--- src/sv/jvs_pkg.sv ---
// Shared types, constants and helpers for the joystick velocity shaper.
// No dependencies; imported by every module of the block.
package jvs_pkg;

    // Width of each stick or trigger sample (signed Q1.(AXIS_BITS-1))
    localparam int AXIS_BITS = 16;
    localparam logic [AXIS_BITS-1:0] AXIS_HALF = {1'b1, {(AXIS_BITS - 1){1'b0}}};

    localparam int GAIN_BITS  = 16;
    localparam int BAND_BITS  = 15;
    localparam int Q15_BITS   = 16;
    localparam int MAG_BITS   = 17;   // |x| in Q1.16, up to 65536
    localparam int SQ_BITS    = 34;
    localparam int CUBE_BITS  = 49;
    localparam int CUBE_Q_BITS = 16;  // rounded cube, Q.15, up to 32768
    localparam int BF_BITS    = 32;
    localparam int GBF_BITS   = 48;
    localparam int PROD_BITS  = 64;
    localparam int RND_BITS   = 27;
    localparam int SPEED_BITS = 24;
    localparam int CFG_DATA_BITS  = 16;
    localparam int CFG_INDEX_BITS = 3;

    localparam int QUEUE_DEPTH = 4;
    localparam int QUEUE_PTR_BITS = $clog2(QUEUE_DEPTH);
    localparam int QUEUE_CNT_BITS = $clog2(QUEUE_DEPTH + 1);

    localparam logic [GAIN_BITS-1:0] UNITY = 16'd4096;
    localparam logic [CUBE_BITS-1:0] CUBE_ROUND = 49'h0_0001_0000_0000;
    localparam logic [PROD_BITS-1:0] PROD_ROUND = 64'h0000_0008_0000_0000;
    localparam logic [RND_BITS-1:0] POS_LIMIT = 27'd8388607;
    localparam logic [RND_BITS-1:0] NEG_LIMIT = 27'd8388608;
    localparam logic [SPEED_BITS-1:0] SPEED_POS_MAX = 24'h7F_FFFF;
    localparam logic [SPEED_BITS-1:0] SPEED_NEG_MAG = 24'h80_0000;

    // Register reset values
    localparam logic [GAIN_BITS-1:0] GAIN_RESET  = 16'd2048;
    localparam logic [GAIN_BITS-1:0] BOOST_RESET = 16'd8192;
    localparam logic [GAIN_BITS-1:0] FINE_RESET  = 16'd2048;
    localparam logic [BAND_BITS-1:0] BAND_RESET  = 15'd3277;

    typedef enum logic [CFG_INDEX_BITS-1:0] {
        REG_GAIN_FORWARD  = 3'd0,
        REG_GAIN_LATERAL  = 3'd1,
        REG_GAIN_TURN     = 3'd2,
        REG_BOOST_FACTOR  = 3'd3,
        REG_FINE_FACTOR   = 3'd4,
        REG_DEAD_BAND     = 3'd5,
        REG_ENABLE_REQ    = 3'd6,
        REG_STOP_USED     = 3'd7
    } reg_index_t;

    typedef enum logic [1:0] {
        STATUS_DRIVE    = 2'd0,
        STATUS_STOPPED  = 2'd1,
        STATUS_DISABLED = 2'd2
    } drive_status_t;

    typedef struct packed {
        logic [GAIN_BITS-1:0] gain_forward;
        logic [GAIN_BITS-1:0] gain_lateral;
        logic [GAIN_BITS-1:0] gain_turn;
        logic [GAIN_BITS-1:0] boost_factor;
        logic [GAIN_BITS-1:0] fine_factor;
        logic [BAND_BITS-1:0] dead_band;
        logic                 enable_required;
        logic                 stop_button_used;
    } jvs_cfg_t;

    // One classified request: magnitudes in Q1.16 plus sign per axis
    typedef struct packed {
        drive_status_t        status;
        logic                 boost;
        logic                 fine;
        logic                 fwd_neg;
        logic [MAG_BITS-1:0]  fwd_mag;
        logic                 lat_neg;
        logic [MAG_BITS-1:0]  lat_mag;
        logic                 turn_neg;
        logic [MAG_BITS-1:0]  turn_mag;
    } jvs_cmd_t;

    // Bring an axis sample to Q1.15 (floor when narrowing, zero fill when widening)
    function automatic logic signed [Q15_BITS-1:0] axis_to_q15(input logic [AXIS_BITS-1:0] raw);
        logic [AXIS_BITS-1:0]  biased;
        logic [AXIS_BITS+15:0] aligned;
        logic [Q15_BITS-1:0]   b16;
        biased  = raw ^ AXIS_HALF;
        aligned = {biased, 16'b0};
        b16     = aligned[AXIS_BITS+15:AXIS_BITS];
        return signed'(b16 ^ 16'h8000);
    endfunction

endpackage

--- src/sv/jvs_front.sv ---
// Front end: classifies one gamepad sample into a shaping request.
// Depends on jvs_pkg (config struct, request struct, axis conversion).
module jvs_front
    import jvs_pkg::*;
(
    input  logic [AXIS_BITS-1:0] forward_trigger,
    input  logic [AXIS_BITS-1:0] reverse_trigger,
    input  logic [AXIS_BITS-1:0] lateral_axis,
    input  logic [AXIS_BITS-1:0] turn_axis,
    input  logic                 stop_pressed,
    input  logic                 enable_pressed,
    input  logic                 boost_pressed,
    input  logic                 fine_pressed,
    input  jvs_cfg_t             cfg,
    output jvs_cmd_t             cmd
);

    logic signed [Q15_BITS-1:0] fwd_q;
    logic signed [Q15_BITS-1:0] rev_q;
    logic signed [Q15_BITS-1:0] lat_q;
    logic signed [Q15_BITS-1:0] turn_q;
    logic [MAG_BITS-1:0]        diff;
    logic [MAG_BITS-1:0]        fwd_abs;
    logic [MAG_BITS-1:0]        lat_ext;
    logic [MAG_BITS-1:0]        turn_ext;
    logic [MAG_BITS-1:0]        lat_abs_w;
    logic [MAG_BITS-1:0]        turn_abs_w;
    logic [Q15_BITS-1:0]        lat_abs;
    logic [Q15_BITS-1:0]        turn_abs;
    logic                       lat_live;
    logic                       turn_live;
    drive_status_t              status;

    // Convert axes to Q1.15
    assign fwd_q  = axis_to_q15(forward_trigger);
    assign rev_q  = axis_to_q15(reverse_trigger);
    assign lat_q  = axis_to_q15(lateral_axis);
    assign turn_q = axis_to_q15(turn_axis);

    // Forward value: reverse minus forward is already Q1.16
    assign diff    = {rev_q[Q15_BITS-1], rev_q} - {fwd_q[Q15_BITS-1], fwd_q};
    assign fwd_abs = diff[MAG_BITS-1] ? (~diff + 17'd1) : diff;

    // Stick magnitudes in Q1.15, full scale negative counts as 32768
    assign lat_ext    = {lat_q[Q15_BITS-1], lat_q};
    assign turn_ext   = {turn_q[Q15_BITS-1], turn_q};
    assign lat_abs_w  = lat_q[Q15_BITS-1] ? (~lat_ext + 17'd1) : lat_ext;
    assign turn_abs_w = turn_q[Q15_BITS-1] ? (~turn_ext + 17'd1) : turn_ext;
    assign lat_abs    = lat_abs_w[Q15_BITS-1:0];
    assign turn_abs   = turn_abs_w[Q15_BITS-1:0];

    // Drop sticks inside the dead band
    assign lat_live  = lat_abs > {1'b0, cfg.dead_band};
    assign turn_live = turn_abs > {1'b0, cfg.dead_band};

    // Stop wins over a missing enable
    always_comb
    begin
        if (cfg.stop_button_used && stop_pressed)
        begin
            status = STATUS_STOPPED;
        end
        else if (cfg.enable_required && !enable_pressed)
        begin
            status = STATUS_DISABLED;
        end
        else
        begin
            status = STATUS_DRIVE;
        end
    end

    // Build the request; zero magnitudes give zero speeds downstream
    always_comb
    begin
        cmd          = '0;
        cmd.status   = status;
        cmd.boost    = boost_pressed;
        cmd.fine     = fine_pressed;
        if (status == STATUS_DRIVE)
        begin
            cmd.fwd_neg = diff[MAG_BITS-1];
            cmd.fwd_mag = fwd_abs;
            if (lat_live)
            begin
                cmd.lat_neg = lat_q[Q15_BITS-1];
                cmd.lat_mag = {lat_abs, 1'b0};
            end
            if (turn_live)
            begin
                cmd.turn_neg = turn_q[Q15_BITS-1];
                cmd.turn_mag = {turn_abs, 1'b0};
            end
        end
    end

endmodule

--- config.mk ---
export PLATFORM = sky130hd
export DESIGN_NAME = jvs_front
export DESIGN_NICKNAME = d
export VERILOG_FILES = /design/src/sv/jvs_pkg.sv /design/src/sv/jvs_front.sv
export SDC_FILE = /design/constraint.sdc
export NUM_CORES = 1
export LEC_CHECK = 0
export BUFFER_PORTS_ARGS = -buffer_cell sky130_fd_sc_hd__buf_2
export CAP_MARGIN = 20
export CORE_ASPECT_RATIO = 0.8
export CORE_MARGIN = 1
export CORE_UTILIZATION = 47
export DETAILED_ROUTE_END_ITERATION = 10
export PLACE_DENSITY_LB_ADDON = 0.05
export SETUP_SLACK_MARGIN = 0.3
export SYNTH_ARGS = -nofsm -noshare
export SYNTH_HDL_FRONTEND = slang
export SYNTH_SLANG_ARGS = --single-unit
--- constraint.sdc ---
create_clock -name vclk -period 8.2
set_input_delay 0.41 -clock vclk [all_inputs]
set_output_delay 0.41 -clock vclk [all_outputs]
set_load 0.02 [all_outputs]
==> run summary <==
Across the whole layout, storage elements account for 0 sq um. The run gives 0.142 mW as the internal power of the cells. The via count of the routed design came out at 3,634. The switching power of the nets was 0.210 mW.

Counting instances in the post-synthesis netlist gives the leading cell types as ha_1 (49), inv_1 (46), nor2_1 (44). The run gives 7.79 ns as the critical path data required time. After detailed placement, the total cell area comes to 3890 sq um.

The met2 track demand over resource in global routing is 35.6%, and the post-layout net count is 795. The post-route netlist has 29.4% of its cells at a drive strength greater than 1. Of the total power, combinational logic draws 100.0%. Dividing the synthesized area by the synthesized cell count gives 7.00 sq um. The launching element of the worst setup path is turn_axis[7].

The logs give 0 for the global route total overflow and 7670 microns for the final HPWL from detailed placement. The layout-stage area growth over the synthesis result is 22.3%, and the period utilization is 50.7%. Setup repair after global routing left no endpoint under its margin. The cell area that synthesis handed to floorplanning was 3180 sq um. The most frequent cell after synthesis is ha_1. Post-route non-filler standard cell count: 662.

The actual slew at the worst max-slew pin is 0.928 ns, and the post-layout minimum cycle time is 4.16 ns. The worst setup path endpoint is cmd[5]. The number of hold buffers added after CTS was 0. The area share of the largest cell type after synthesis was 19.3%; the power per standard cell area was 90.8 nW/um^2.

The clock network burns 0% of the power. Measured along the y axis, the die boundary spans 75.6 microns. The number of inserted diodes was 0. Derived from the worst setup path, the maximum achievable clock frequency is 0.240 GHz. The effective utilization at floorplan was 49.1%; the global router's overall resource usage was 23.2%. The run gives 0 as the number of setup violations in the final report. For the number of violations reported at the end of detailed-routing iteration 0, the log shows 200. After clock tree synthesis, the setup repair step added 0 buffers. The detailed-route wire length was 8760 microns.

The post-cts resize count is 0, and the number of detailed-routing iterations run before antenna repair is 4. The count of cell types in the netlist was 59; the pin count of the biggest net entering global routing was 19. For the full die area, the log shows 7100 sq um. Buffers placed on the I/O ports in this run total 137. Max-cap violations in this run came to 0.

Data arrives at the worst endpoint at 3.75 ns. The DRC violations left was 0; the share of the core filled with cells was 60.0%. Global-route wire length before repair: 13,600 microns. After synthesis, the cell types taking the most area are ha_1 (19%), xnor2_1 (9.4%), inv_1 (5.4%), nor2_1 (5.2%), a21o_1 (4.7%). The worst setup path is captured at an output port. The final max-slew violation count was 0; the cell count after placement was 662. The number of antenna violations at the first check in global routing came out at 0. By startpoint and endpoint, the worst setup path is classified as in2out. Of all nets on the critical path, the largest fanout is 17.

Dividing the detail-routed via count by the number of cells gives 5.49. The tools report the total negative slack for setup checks as 0 ns. Startpoint of the worst hold path: fine_pressed. The logs give 0% for the sequential power share and 4.03 ns for the worst setup slack after placement.

For this design the static power due to leakage is 2.07 nW. The switching portion of total power is 59.6%, and the routed wire length per instance is 13.2 microns. After layout, the clock buffer instance count stands at 0.

For the post-synthesis cell count, the log shows 454. After floorplanning, the core was divided into 26 placement rows. After layout, the design draws a total of 0.353 mW. The run gives 0 as the count of endpoints failing hold in the final timing report. The worst setup path is launched from an input port. The horizontal die dimension works out to 93.9 microns. The global routing met3 resource utilization is 1.40%, and the number of sequential cells is 0. For the final standard cell area without fillers, the log shows 3890 sq um.

The cell accounting for the most synthesized area was ha_1. The Yosys step of the flow raised 0 warnings. Pin placement for this block handled 223 I/O pins. Via count of the first global-routing pass: 3,006.

The flow ran to the end, and the final reports show no timing, DRC or antenna violations. The count of antenna-violating nets left after detailed routing is 0. At the end of routability-driven placement, the weighted congestion stood at 0.879. The share of the Yosys chip area taken by registers is 0%. Global-route layer with the greatest usage: met1. The core region is 6470 sq um.

The remaining max-slew budget at the tightest pin was 36.5%; the final critical-path setup slack was 4.04 ns. Final hold analysis gives a worst-case slack of 0.820 ns. VDD sags by at most 0.0408 mV. The min-delay analysis places its worst path in the category in2out. For met1 alone, demand over resource in global routing was 36.7%.
worst max-delay path, stage by stage:
cell,delay (ns)
buf_2,0.12
or4_4,0.54
or4_2,0.59
nand2_1,0.11
xnor2_1,0.18
ha_1,0.31
a21o_1,0.17
a21o_1,0.17
a21oi_1,0.14
nor2b_1,0.06
o21ai_0,0.22
a211o_4,0.32
and2b_2,0.25
buf_2,0.15
layout by cell type, fill, tap and decap left out, types with 12 or more instances in the layout:
cell and count:
buf_2 137, ha_1 49, inv_1 46, nor2_1 44, nand2_1 34, xnor2_1 34
o21ai_0 27, a21o_1 20, nor2b_1 18, a21oi_1 17, nand3_1 12
cells by family after synthesis:
kind of cell               count (synthesis)  synth area share [%]
buffers and inverters                     60                  8.15
xor gates and xnor gates                  44                  12.1
AOI/OAI and AO/OA                        128                  29.4
and+or+nand+nor                          171                  30.2
other                                      1                 0.118
adders and majority gates                 50                  19.9
how the worst min path moves through the flow:
stage / end / slack, ns / depth (start not counted)
after floorplan: cmd[54] / 0.93 / 1
final: cmd[54] / 0.82 / 0
after global routing: cmd[55] / 0.82 / 0
after global placement: cmd[54] / 0.82 / 0
after detailed placement: cmd[54] / 0.82 / 0
after CTS: cmd[54] / 0.82 / 0
layout make-up:
class,instances,area (sq um)
Timing Repair Buffer,137,686
Fill cell,632,2590
Multi-Input combinational cell,395,2920
Inverter,46,173
Tap cell,84,105
metal layers:
metal | share of wire, % | vias to the layer above
li1 | - | 1881
met1 | 52 | 1617
met2 | 40 | 132
met3 | 6.8 | 4
met4 | 0.43 | 0
met5 | 0 | -
power groups by stage:
stage	Clock, mW	Combinational [mW]	Sequential (mW)
after floorplan	0	0.256	0
after global placement	0	0.343	0
after detailed placement	0	0.350	0
after CTS	0	0.352	0
after global routing	0	0.391	0
final	0	0.353	0
No activity file was read; power rests on OpenSTA's default activity.
