`src/sv/jvs_pkg.sv`:
```
// Shared types, constants and helpers for the joystick velocity shaper.
// No dependencies; imported by every module of the block.
package jvs_pkg;

    // Width of each stick or trigger sample (signed Q1.(AXIS_BITS-1))
    localparam int AXIS_BITS = 16;
    localparam logic [AXIS_BITS-1:0] AXIS_HALF = {1'b1, {(AXIS_BITS - 1){1'b0}}};

    localparam int GAIN_BITS  = 16;
    localparam int BAND_BITS  = 15;
    localparam int Q15_BITS   = 16;
    localparam int MAG_BITS   = 17;   // |x| in Q1.16, up to 65536
    localparam int SQ_BITS    = 34;
    localparam int CUBE_BITS  = 49;
    localparam int CUBE_Q_BITS = 16;  // rounded cube, Q.15, up to 32768
    localparam int BF_BITS    = 32;
    localparam int GBF_BITS   = 48;
    localparam int PROD_BITS  = 64;
    localparam int RND_BITS   = 27;
    localparam int SPEED_BITS = 24;
    localparam int CFG_DATA_BITS  = 16;
    localparam int CFG_INDEX_BITS = 3;

    localparam int QUEUE_DEPTH = 4;
    localparam int QUEUE_PTR_BITS = $clog2(QUEUE_DEPTH);
    localparam int QUEUE_CNT_BITS = $clog2(QUEUE_DEPTH + 1);

    localparam logic [GAIN_BITS-1:0] UNITY = 16'd4096;
    localparam logic [CUBE_BITS-1:0] CUBE_ROUND = 49'h0_0001_0000_0000;
    localparam logic [PROD_BITS-1:0] PROD_ROUND = 64'h0000_0008_0000_0000;
    localparam logic [RND_BITS-1:0] POS_LIMIT = 27'd8388607;
    localparam logic [RND_BITS-1:0] NEG_LIMIT = 27'd8388608;
    localparam logic [SPEED_BITS-1:0] SPEED_POS_MAX = 24'h7F_FFFF;
    localparam logic [SPEED_BITS-1:0] SPEED_NEG_MAG = 24'h80_0000;

    // Register reset values
    localparam logic [GAIN_BITS-1:0] GAIN_RESET  = 16'd2048;
    localparam logic [GAIN_BITS-1:0] BOOST_RESET = 16'd8192;
    localparam logic [GAIN_BITS-1:0] FINE_RESET  = 16'd2048;
    localparam logic [BAND_BITS-1:0] BAND_RESET  = 15'd3277;

    typedef enum logic [CFG_INDEX_BITS-1:0] {
        REG_GAIN_FORWARD  = 3'd0,
        REG_GAIN_LATERAL  = 3'd1,
        REG_GAIN_TURN     = 3'd2,
        REG_BOOST_FACTOR  = 3'd3,
        REG_FINE_FACTOR   = 3'd4,
        REG_DEAD_BAND     = 3'd5,
        REG_ENABLE_REQ    = 3'd6,
        REG_STOP_USED     = 3'd7
    } reg_index_t;

    typedef enum logic [1:0] {
        STATUS_DRIVE    = 2'd0,
        STATUS_STOPPED  = 2'd1,
        STATUS_DISABLED = 2'd2
    } drive_status_t;

    typedef struct packed {
        logic [GAIN_BITS-1:0] gain_forward;
        logic [GAIN_BITS-1:0] gain_lateral;
        logic [GAIN_BITS-1:0] gain_turn;
        logic [GAIN_BITS-1:0] boost_factor;
        logic [GAIN_BITS-1:0] fine_factor;
        logic [BAND_BITS-1:0] dead_band;
        logic                 enable_required;
        logic                 stop_button_used;
    } jvs_cfg_t;

    // One classified request: magnitudes in Q1.16 plus sign per axis
    typedef struct packed {
        drive_status_t        status;
        logic                 boost;
        logic                 fine;
        logic                 fwd_neg;
        logic [MAG_BITS-1:0]  fwd_mag;
        logic                 lat_neg;
        logic [MAG_BITS-1:0]  lat_mag;
        logic                 turn_neg;
        logic [MAG_BITS-1:0]  turn_mag;
    } jvs_cmd_t;

    // Bring an axis sample to Q1.15 (floor when narrowing, zero fill when widening)
    function automatic logic signed [Q15_BITS-1:0] axis_to_q15(input logic [AXIS_BITS-1:0] raw);
        logic [AXIS_BITS-1:0]  biased;
        logic [AXIS_BITS+15:0] aligned;
        logic [Q15_BITS-1:0]   b16;
        biased  = raw ^ AXIS_HALF;
        aligned = {biased, 16'b0};
        b16     = aligned[AXIS_BITS+15:AXIS_BITS];
        return signed'(b16 ^ 16'h8000);
    endfunction

endpackage

```
`src/sv/jvs_queue.sv`:
```
// Short request queue between the front end and the shaping pipeline.
// Depends on jvs_pkg (request struct, queue depth).
module jvs_queue
    import jvs_pkg::*;
(
    input  logic     clk,
    input  logic     rst_n,
    input  logic     push,
    input  jvs_cmd_t push_data,
    input  logic     pop,
    output jvs_cmd_t pop_data,
    output logic     full,
    output logic     empty
);

    jvs_cmd_t                  entry_reg [QUEUE_DEPTH];
    logic [QUEUE_PTR_BITS-1:0] wr_ptr_reg;
    logic [QUEUE_PTR_BITS-1:0] rd_ptr_reg;
    logic [QUEUE_CNT_BITS-1:0] count_reg;
    logic [QUEUE_CNT_BITS-1:0] count_next;

    assign full     = count_reg == QUEUE_CNT_BITS'(QUEUE_DEPTH);
    assign empty    = count_reg == '0;
    assign pop_data = entry_reg[rd_ptr_reg];

    always_comb
    begin
        count_next = count_reg;
        if (push && !pop)
        begin
            count_next = count_reg + 1'b1;
        end
        else if (pop && !push)
        begin
            count_next = count_reg - 1'b1;
        end
    end

    // Advance pointers and count
    always_ff @(posedge clk or negedge rst_n)
    begin
        if (!rst_n)
        begin
            wr_ptr_reg <= '0;
            rd_ptr_reg <= '0;
            count_reg  <= '0;
        end
        else
        begin
            if (push)
            begin
                wr_ptr_reg <= (wr_ptr_reg == QUEUE_PTR_BITS'(QUEUE_DEPTH - 1)) ?
                              '0 : wr_ptr_reg + 1'b1;
            end
            if (pop)
            begin
                rd_ptr_reg <= (rd_ptr_reg == QUEUE_PTR_BITS'(QUEUE_DEPTH - 1)) ?
                              '0 : rd_ptr_reg + 1'b1;
            end
            count_reg <= count_next;
        end
    end

    // Store payload
    always_ff @(posedge clk)
    begin
        if (push)
        begin
            entry_reg[wr_ptr_reg] <= push_data;
        end
    end

endmodule

```
`config.mk`:
```
export PLATFORM = sky130hd
export DESIGN_NAME = jvs_queue
export DESIGN_NICKNAME = d
export VERILOG_FILES = /design/src/sv/jvs_pkg.sv /design/src/sv/jvs_queue.sv
export SDC_FILE = /design/constraint.sdc
export NUM_CORES = 1
export LEC_CHECK = 0
export BUFFER_PORTS_ARGS = -buffer_cell sky130_fd_sc_hd__buf_2
export CAP_MARGIN = 5
export CORE_MARGIN = 4
export CORE_UTILIZATION = 30
export DETAILED_ROUTE_END_ITERATION = 8
export PLACE_DENSITY = 0.6
export SLEW_MARGIN = 20
export SYNTH_ARGS = -nofsm -noshare
export SYNTH_HDL_FRONTEND = slang
export SYNTH_SLANG_ARGS = --single-unit
export TNS_END_PERCENT = 10
```
`constraint.sdc`:
```
create_clock -name clk -period 2.3 [get_ports clk]
set_input_delay 0.115 -clock clk [delete_from_list [all_inputs] [get_ports clk]]
set_output_delay 0.115 -clock clk [all_outputs]
set_load 0.01 [all_outputs]
```
==> flow_metrics.env, run 1 <==
export IMPL_hold_violations=0
export IMPL_ys_ff_latch=239
export IMPL_grt_pass1_wl_um=26770
export IMPL_multi_input_area_mm2=0.001538
export IMPL_fp_dieW_um=179.8
export IMPL_grt_util_all_layers=0.1034
export IMPL_worstSetupStartpointType="flop"
export IMPL_grt_max_degree=59
export IMPL_placedInstanceArea_mm2=0.009958
export IMPL_core_area_mm2=0.02894
export IMPL_grt_remaining_overflow=0
export IMPL_path_class="flop to primary output"
export IMPL_cellLeakagePower_nw=3.941
export IMPL_grt_antenna_before_repair=0
export IMPL_dp_hpwl_um=10420
export IMPL_cts_root_buf="clkbuf_16"
export IMPL_switchingPower_w=0.003794
export IMPL_routed_via_density=4.385
export IMPL_power_density_mw_per_mm2=1191
export IMPL_clock_skew_ns=0.01262
export IMPL_numCtsBuffers=26
export IMPL_port_buffers=121
export IMPL_maxCapViolCount=0
export IMPL_arrival_ns=2.05
export IMPL_fill_cells=2577
export IMPL_min_period_over_period=0.9410
export IMPL_setup_viol=0
export IMPL_routabilityCongestion=0.6766
export IMPL_p_int_w=0.009838
export IMPL_p_seq_frac=0.433
export IMPL_area_growth_pct=29.22
export IMPL_crit_path_end_kind="primary output"
export IMPL_drcViolationCount=0
export IMPL_swShare=0.2783
export IMPL_cts_tree="done"
export IMPL_vdd_drop_max_uv=532.2
export IMPL_cp_required_ns=2.18
export IMPL_fin_nets=619
export IMPL_ys_warn_count=0
export IMPL_power_w=0.01363
export IMPL_p_clk_frac=0.288
export IMPL_syn_area_mm2=0.008856
export IMPL_die_area_mm2=0.03233
export IMPL_cts_resized=0
export IMPL_wl_per_cell_um=17.62
export IMPL_syn_nets=410
export IMPL_synth_cell_types=19
export IMPL_clock_sinks=239
export IMPL_drive_gt1_frac=0.4253
export IMPL_fin_area_mm2=0.01144
export IMPL_num_vias=4179
export IMPL_io_pins=122
export IMPL_syn_avg_cell_area_um2=25.97
export IMPL_p_comb_frac=0.279
export IMPL_start_util=0.3061
export IMPL_clk_pin_slew_worst_paths_ns=0.06
export IMPL_largest_reg_flops=232
export IMPL_seq_area_frac_synth=0.8064
export IMPL_cp_max_fo=12
export IMPL_hp_class="input port to flop"
export IMPL_clock_latency_ns=0.51
export IMPL_drv_slew=0
export IMPL_drt_pre_antenna_iters=4
export IMPL_drtAntennaViolNets=0
export IMPL_worstMarginPinSlew_ns=0.3925
export IMPL_status="complete, no violations"
export IMPL_dr_first_iter_drc_count=238
export IMPL_final_common_cell="edfxtp_1"
export IMPL_final_cell_mix="edfxtp_1, buf_2, dlygate4sd3_1"
export IMPL_fp_row_count=62
export IMPL_fmax_ghz=0.4620
export IMPL_dieHeight_um=179.8
export IMPL_period_needed_ns=2.164
export IMPL_grt_pass1_vias=4696
export IMPL_drt_total_wl_um=16800
export IMPL_relSlewSlack=0.7384
export IMPL_h_tree_depth=1
export IMPL_rsz0062_at_grt="false"
export IMPL_diodes=0
export IMPL_regArea_mm2=0.007149
export IMPL_cts_max_path_buffers=3
export IMPL_synthCells=341
power groups by stage:
stage | Sequential [W] | Combinational [W] | Clock, W
2_1_floorplan | 0.00583 | 0.00264 | 0
6_report | 0.00590 | 0.00381 | 0.00393
4_1_cts | 0.00592 | 0.00394 | 0.00405
3_5_place_dp | 0.00606 | 0.00372 | 0
3_3_place_gp | 0.00602 | 0.00366 | 0
5_1_grt | 0.00598 | 0.00415 | 0.00425
through the flow:
step	hold slack (ns)	setup WS [ns]	std cells	util	TNS, ns
after detailed placement	-0.03556	0.5676	843	0.3442	0
after global placement	-0.04173	0.5793	843	0.3442	0
after CTS	0.3297	0.06884	953	0.3955	0
final	0.3562	0.1356	953	0.3955	0
after global routing	0.3365	0.01312	953	0.3955	0
after floorplan	-0.1806	-0.1113	341	-	-13.68
what timing repair did:
action                                  4_1_cts  5_1_grt
endpoints found under the hold margin       243        0
endpoints found under the setup margin        1        0
setup buffers                                 1        0
hold buffers                                 62        0
worst paths after layout:
check / from / endpoint / slack (ns) / depth (start not counted)
worst max-delay path: rd_ptr_reg[0] / pop_data[27] / 0.14 / 3
worst min-delay path: push_data[12] / entry_reg[3][12] / 0.36 / 2
worst max register to register: wr_ptr_reg[0] / entry_reg[0][36] / 0.65 / 4
worst min register to register: count_reg[2] / count_reg[2] / 0.51 / 1
max in group asynchronous: rst_n / rd_ptr_reg[0] / 1.45 / 3
min in group asynchronous: rst_n / rd_ptr_reg[1] / 0.56 / 3
worst max-delay path: stages (launching register included):
cell and delay, ns:
dfrtp_4 0.53, buf_4 0.30, mux4_2 0.55, buf_2 0.16
synth_stat cells:
cell | n | share of area
and2_1 | 4 | 0.0028
buf_12 | 6 | 0.014
buf_2 | 5 | 0.0028
buf_4 | 2 | 0.0017
buf_6 | 1 | 0.0013
dfrtp_1 | 7 | 0.020
edfxtp_1 | 232 | 0.79
fa_1 | 1 | 0.0023
ha_1 | 6 | 0.0085
inv_1 | 4 | 0.0017
mux2_2 | 3 | 0.0038
mux4_2 | 58 | 0.15
nand2_1 | 2 | 0.00085
nor2_1 | 3 | 0.0013
nor3_1 | 1 | 0.00056
nor3b_1 | 1 | 0.00085
o21ai_0 | 2 | 0.0011
xnor2_1 | 1 | 0.00099
xor2_1 | 2 | 0.0020
cells by family (layout without fill, tap and decap cells):
kind of cell,after synthesis,count (layout),share of synthesized area
buffers and inverters,18,246,0.02105
AOI/OAI and AO/OA,2,2,0.001130
xor gates and xnor gates,3,3,0.002967
DFF,239,239,0.8064
and+or+nand+nor,11,11,0.006357
adders and majority gates,7,7,0.01074
muxes,61,61,0.1513
final cells by class:
type                    instances  area share
flip-flops and latches        239      0.6248
multi-input cells              84      0.1344
repair buffers                195      0.1244
clock buffers                  33     0.06276
well taps                     384     0.04199
clock inverters                14     0.01039
inverters                       4    0.001312
metal layers:
layer  up-vias  global-route usage  part of all wire
li1       1877                   -                 -
met1      2162              0.1347              0.42
met2       115              0.1745              0.50
met3        25             0.02809             0.068
met4         0             0.02316             0.016
met5         -                   0                 0
No activity file was read; power rests on OpenSTA's default activity.
==> run 2: changes to the inputs <==
- ABC_AREA: unset -> 1
- CORE_UTILIZATION: 30 -> 52
- PLACE_DENSITY: 0.6 -> 0.87
==> flow_metrics.env, run 2 <==
export IMPL_status="complete, no violations"
export IMPL_final_cell_mix="edfxtp_1, nand2_1, inv_1"
export IMPL_r2r_slack_ns=0.76
export IMPL_post_place_ws_ns=0.6614
export IMPL_async_flop_share=0.02929
export IMPL_yosys_area_top_type_share=0.7289
export IMPL_cts_tree="done"
export IMPL_drcViolationCount=0
export IMPL_power_density_mw_per_mm2=1160
export IMPL_drt_total_wl_um=18550
export IMPL_fmax_ghz=0.4744
export IMPL_vdd_drop_max_uv=776.1
export IMPL_rsz0062_at_grt="false"
export IMPL_core_area_mm2=0.01802
export IMPL_synth_common_cells="edfxtp_1, nand2_1, inv_1"
export IMPL_hold_depth=2
export IMPL_worstSetupStartpointType="flop"
export IMPL_r2r_end="entry_reg[0][1]"
export IMPL_cts_max_path_buffers=3
export IMPL_ys_ff_latch=239
export IMPL_hold_violations=0
export IMPL_cp_max_fo=73
export IMPL_largest_reg_flops=232
export IMPL_fp_row_count=49
export IMPL_clock_sinks=239
export IMPL_h_tree_depth=1
export IMPL_min_from="push_data[16]"
export IMPL_fill_cells=1266
export IMPL_clock_skew_ns=0.008253
export IMPL_port_buffers=121
export IMPL_synth_edf_count=232
export IMPL_cp_required_ns=2.18
export IMPL_num_vias=5964
export IMPL_syn_area_mm2=0.009558
export IMPL_min_period_over_period=0.9165
export IMPL_clock_latency_ns=0.49
export IMPL_synth_area_top_cells="edfxtp_1, o211ai_1, nand2_1, inv_1, dfrtp_1"
export IMPL_synthCells=729
export IMPL_setup_viol=0
export IMPL_drive_gt1_frac=0.1871
export IMPL_ys_flop_type="edfxtp_1"
export IMPL_regArea_mm2=0.007143
export IMPL_arrival_ns=1.99
export IMPL_synth_most_common_cell="edfxtp_1"
export IMPL_grt_pass1_wl_um=29480
export IMPL_crit_path_end_kind="primary output"
export IMPL_cp_slowest_stage_delay_ns=0.42
export IMPL_cp_top_family="buffers and inverters"
export IMPL_path_class="flop to primary output"
export IMPL_drtAntennaViolNets=0
export IMPL_dr_first_iter_drc_count=337
export IMPL_synth_cell_types=19
export IMPL_seq_area_frac_synth=0.7472
export IMPL_grt_max_degree=105
export IMPL_die_area_mm2=0.02061
export IMPL_hp_class="input port to flop"
export IMPL_start_util=0.5303
export IMPL_dp_hpwl_um=10080
export IMPL_hold_slack_ns=0.3707
export IMPL_setup_tns_ns=0
export IMPL_routabilityCongestion=0.7117
export IMPL_cpMaxStageDelayCell="dfrtp_1"
export IMPL_yosysTopAreaCell="edfxtp_1"
export IMPL_crit_top_cell="nand2_1"
export IMPL_syn_nets=798
export IMPL_reg2reg_from="wr_ptr_reg[0]"
export IMPL_wl_per_cell_um=15.97
export IMPL_relSlewSlack=0.5159
export IMPL_ys_warn_count=0
export IMPL_numCtsBuffers=25
export IMPL_multi_input_area_mm2=0.001733
export IMPL_period_needed_ns=2.108
export IMPL_reg2reg_depth=5
export IMPL_drt_pre_antenna_iters=5
export IMPL_maxCapViolCount=0
export IMPL_worst_path_buf_inv=3
export IMPL_fin_ws_ns=0.1920
export IMPL_fin_nets=982
export IMPL_cp_cell_sequence="clkinv_4 -> buf_12 -> nand2_1 -> o211ai_1 -> nand2_1 -> buf_2"
export IMPL_grt_util_all_layers=0.1810
export IMPL_final_common_cell="edfxtp_1"
export IMPL_drv_slew=0
export IMPL_grt_pass1_vias=5996
export IMPL_grt_remaining_overflow=0
export IMPL_area_growth_pct=23.65
export IMPL_worstMarginPinSlew_ns=0.7261
export IMPL_cellLeakagePower_nw=4.835
export IMPL_grt_antenna_before_repair=0
export IMPL_fp_dieW_um=143.6
export IMPL_routed_via_density=5.133
export IMPL_hold_end="entry_reg[1][16]"
export IMPL_clk_pin_slew_worst_paths_ns=0.06
export IMPL_cts_root_buf="clkbuf_16"
export IMPL_dieHeight_um=143.6
export IMPL_syn_avg_cell_area_um2=13.11
export IMPL_io_pins=122
-- run 2: changes by cell type in the layout (fill, tap and decap cells not counted), moves of 3 or more --
cell / previous run / this run
diode_2: 0 / 3
o211ai_1: 0 / 116
inv_1: 4 / 123
nand2_1: 2 / 189
mux2_2: 3 / 0
mux4_2: 58 / 0
and2_4: 4 / 0
inv_2: 0 / 5
clkbuf_1: 4 / 9
-- run 2: worst max path at each step --
stage                  start         endpoint  slack [ns]  cells past startpoint
4_1_cts        rd_ptr_reg[0]     pop_data[47]        0.13                      6
2_1_floorplan  wr_ptr_reg[0]  entry_reg[0][0]         0.1                      4
5_1_grt        rd_ptr_reg[0]      pop_data[0]        0.02                      6
3_3_place_gp   rd_ptr_reg[0]     pop_data[52]        0.71                      6
3_5_place_dp   rd_ptr_reg[0]     pop_data[47]        0.66                      6
6_report       rd_ptr_reg[0]     pop_data[28]        0.19                      6
-- run 2: report_power, final --
group | switching, W | total, W | internal, W
clock | 0.00148 | 0.00361 | 0.00213
combinational | 0.00279 | 0.00432 | 0.00153
sequential | 0.000197 | 0.00578 | 0.00559
total | 0.00446 | 0.0137 | 0.00924
-- run 2: logic make-up (layout without fill, tap and decap cells) --
group | count (synthesis) | count (layout) | synth area share
AOI/OAI and AO/OA | 120 | 120 | 0.09321
xor gates and xnor gates | 1 | 1 | 0.0009165
adders and majority gates | 7 | 7 | 0.009949
buffers and inverters | 167 | 368 | 0.07148
DFF | 239 | 239 | 0.7472
other | 0 | 3 | 0
and+or+nand+nor | 195 | 195 | 0.07724
-- run 2: through the flow --
step                instance area (µm²)  utilization  instances  total power [W]
global route                      11810       0.6553       1159          0.01459
CTS                               11800       0.6549       1159          0.01379
floorplan                          9558            -        729         0.008547
detailed placement                10440       0.5789       1053          0.01009
finish                            11820       0.6557       1162          0.01371
global placement                  10440       0.5789       1053         0.009943
-- run 2: repair_timing --
action	in CTS	in global routing
setup endpoints to repair	0	7
setup buffers	0	0
endpoints found under the hold margin	243	0
hold buffers	62	0
gates resized for setup	0	2
-- run 2: layer usage --
metal / part of all wire / vias to the layer above / track usage / routed length (µm)
li1: - / 2899 / - / -
met1: 0.40 / 2845 / 0.2209 / 7380
met2: 0.52 / 186 / 0.3318 / 9718
met3: 0.062 / 34 / 0.03461 / 1148
met4: 0.017 / 0 / 0.04609 / 307
met5: 0 / - / 0 / 0
-- run 2: worst register-to-register path, delay by kind of cell, from the launching register on --
| family | cells | cell delay, ns |
|---|---|---|
| flops | 1 | 0.41 |
| buf+inv | 3 | 0.49 |
| simple gates | 1 | 0.06 |
| fa+ha+maj | 1 | 0.17 |
-- run 2: layout make-up --
class	instances	area share
Sequential cell	239	0.6044
Timing Repair Buffer	195	0.1194
Clock inverter	6	0.002858
Multi-Input combinational cell	323	0.1466
Clock buffer	38	0.06045
Tap cell	229	0.02424
Antenna cell	3	0.0006352
Inverter	129	0.04139
==> run 3: changes to the inputs <==
- PLACE_DENSITY: 0.87 -> 0.84
==> flow_metrics.env, run 3 (same netlist as run 2, synthesis figures left out) <==
export IMPL_cp_cell_sequence="inv_8 -> buf_12 -> nand2_1 -> o211ai_1 -> nand2_1 -> buf_2"
export IMPL_grt_met3_usage=0.03727
export IMPL_clock_sinks=239
export IMPL_fin_nets=986
export IMPL_critPathLaunch="rd_ptr_reg[0]"
export IMPL_grt_max_degree=67
export IMPL_routabilityCongestion=0.7368
export IMPL_fmax_ghz=0.4692
export IMPL_dieHeight_um=143.6
export IMPL_maxCapViolCount=0
export IMPL_grt_antenna_before_repair=1
export IMPL_crit_path_end_kind="primary output"
export IMPL_cp_required_ns=2.18
export IMPL_largest_reg_flops=232
export IMPL_cts_max_path_buffers=3
export IMPL_power_density_mw_per_mm2=1174
export IMPL_drv_slew=0
export IMPL_cts_root_buf="clkbuf_16"
export IMPL_dp_hpwl_um=11160
export IMPL_grt_remaining_overflow=0
export IMPL_drtAntennaViolNets=0
export IMPL_worstSetupStartpointType="flop"
export IMPL_use_met1=0.2240
export IMPL_reg2reg_from="wr_ptr_reg[0]"
export IMPL_drt_pre_antenna_iters=5
export IMPL_io_pins=122
export IMPL_area_growth_pct=24.57
export IMPL_relSlewSlack=0.6278
export IMPL_core_area_mm2=0.01802
export IMPL_routed_via_density=5.086
export IMPL_crit_top_cell="nand2_1"
export IMPL_wl_per_cell_um=16.37
export IMPL_postLayoutCoreUtil=0.6606
export IMPL_hold_slack_ns=0.3668
export IMPL_busiest_layer="met2"
export IMPL_final_common_cell="edfxtp_1"
export IMPL_numCtsBuffers=24
export IMPL_clock_skew_ns=0.007806
export IMPL_cpMaxStageDelayCell="dfrtp_1"
export IMPL_fill_cells=1243
export IMPL_fp_dieW_um=143.6
export IMPL_worstMarginPinSlew_ns=0.5575
export IMPL_port_buffers=121
export IMPL_drcViolationCount=0
export IMPL_hold_depth=2
export IMPL_final_cell_mix="edfxtp_1, nand2_1, inv_1"
export IMPL_fp_row_count=49
export IMPL_rsz0062_at_grt="false"
export IMPL_r2r_end="entry_reg[3][37]"
export IMPL_cts_tree="done"
export IMPL_r2r_slack_ns=0.66
export IMPL_path_class="flop to primary output"
export IMPL_arrival_ns=2.02
export IMPL_grt_pass1_vias=6045
export IMPL_min_period_over_period=0.9266
export IMPL_min_from="push_data[22]"
export IMPL_met2_usage=0.3394
export IMPL_dr_first_iter_drc_count=331
export IMPL_crit_end="pop_data[8]"
export IMPL_post_cts_buffers=0
export IMPL_hold_violations=0
export IMPL_drive_gt1_frac=0.1914
export IMPL_clk_pin_slew_worst_paths_ns=0.06
export IMPL_cellLeakagePower_nw=4.883
export IMPL_setup_tns_ns=0
export IMPL_hp_class="input port to flop"
export IMPL_grt_util_all_layers=0.1853
export IMPL_num_vias=5925
export IMPL_cp_slowest_stage_delay_ns=0.45
export IMPL_clock_latency_ns=0.49
export IMPL_cp_max_fo=66
export IMPL_vdd_drop_max_uv=882.8
export IMPL_status="complete, no violations"
export IMPL_start_util=0.5303
export IMPL_setup_viol=0
export IMPL_reg2reg_depth=4
export IMPL_grt_pass1_wl_um=29970
export IMPL_drt_total_wl_um=19070
export IMPL_h_tree_depth=1
export IMPL_period_needed_ns=2.131
export IMPL_die_area_mm2=0.02061
[run 3: cell types whose count changed in the layout (fill, tap and decap cells not counted), sizes merged]
cell	change
bufinv	+3
diode	-2
inv	+1
clkinv	+4
clkbuf	-8
buf	+5
[run 3: layer usage]
metal	up-vias	routed length, µm
met5	-	0
met4	0	324
met3	27	1187
met2	172	9992
met1	2808	7567
li1	2918	-
[run 3: where the power goes]
group	switching [W]	internal (W)	leakage [nW]
registers	0.000269	0.00558	2.21
logic	0.00272	0.00155	2.29
clock network	0.00153	0.00233	0.381
total	0.00452	0.00946	4.88
[run 3: timing repair]
item / in CTS / in global routing
resized for setup: 0 / 2
hold endpoints to repair: 243 / 0
setup endpoints to repair: 0 / 14
hold buffers: 62 / 0
[run 3: area by class of cell]
class	instances	area (µm²)	share of cell area
tap	229	286.5	0.02406
clock inverter	14	151.4	0.01272
clock buffer	30	644.4	0.05412
sequential	239	7143	0.5999
multi-input combinational	323	1733	0.1455
timing repair buffer	200	1454	0.1221
inverter	129	491.7	0.04130
antenna	1	2.502	0.0002102
[run 3: worst max-delay path: cells and delay by family, from the launching register on]
family,cells,cell delay [ns]
AO/OA/AOI/OAI,1,0.12
flip-flops,1,0.45
buffers and inverters,3,0.73
AND/OR/NAND/NOR,2,0.17
[run 3: how the worst min path moves through the flow]
stage | end | slack [ns]
after global routing | entry_reg[0][17] | 0.36
after global placement | count_reg[0] | -0.04
after floorplan | count_reg[0] | -0.18
after detailed placement | count_reg[2] | -0.04
after CTS | entry_reg[1][11] | 0.35
final | entry_reg[3][22] | 0.37
[run 3: metrics by stage]
step / std cells / instance area, µm² / total power, W / worst slack, ns
finish: 1165 / 11910 / 0.01398 / 0.1688
global route: 1165 / 11910 / 0.01480 / 0.006346
CTS: 1164 / 11900 / 0.01408 / 0.08051
detailed placement: 1058 / 10490 / 0.01012 / 0.6496
global placement: 1058 / 10490 / 0.009993 / 0.7078
floorplan: 729 / 9558 / 0.008547 / 0.09767
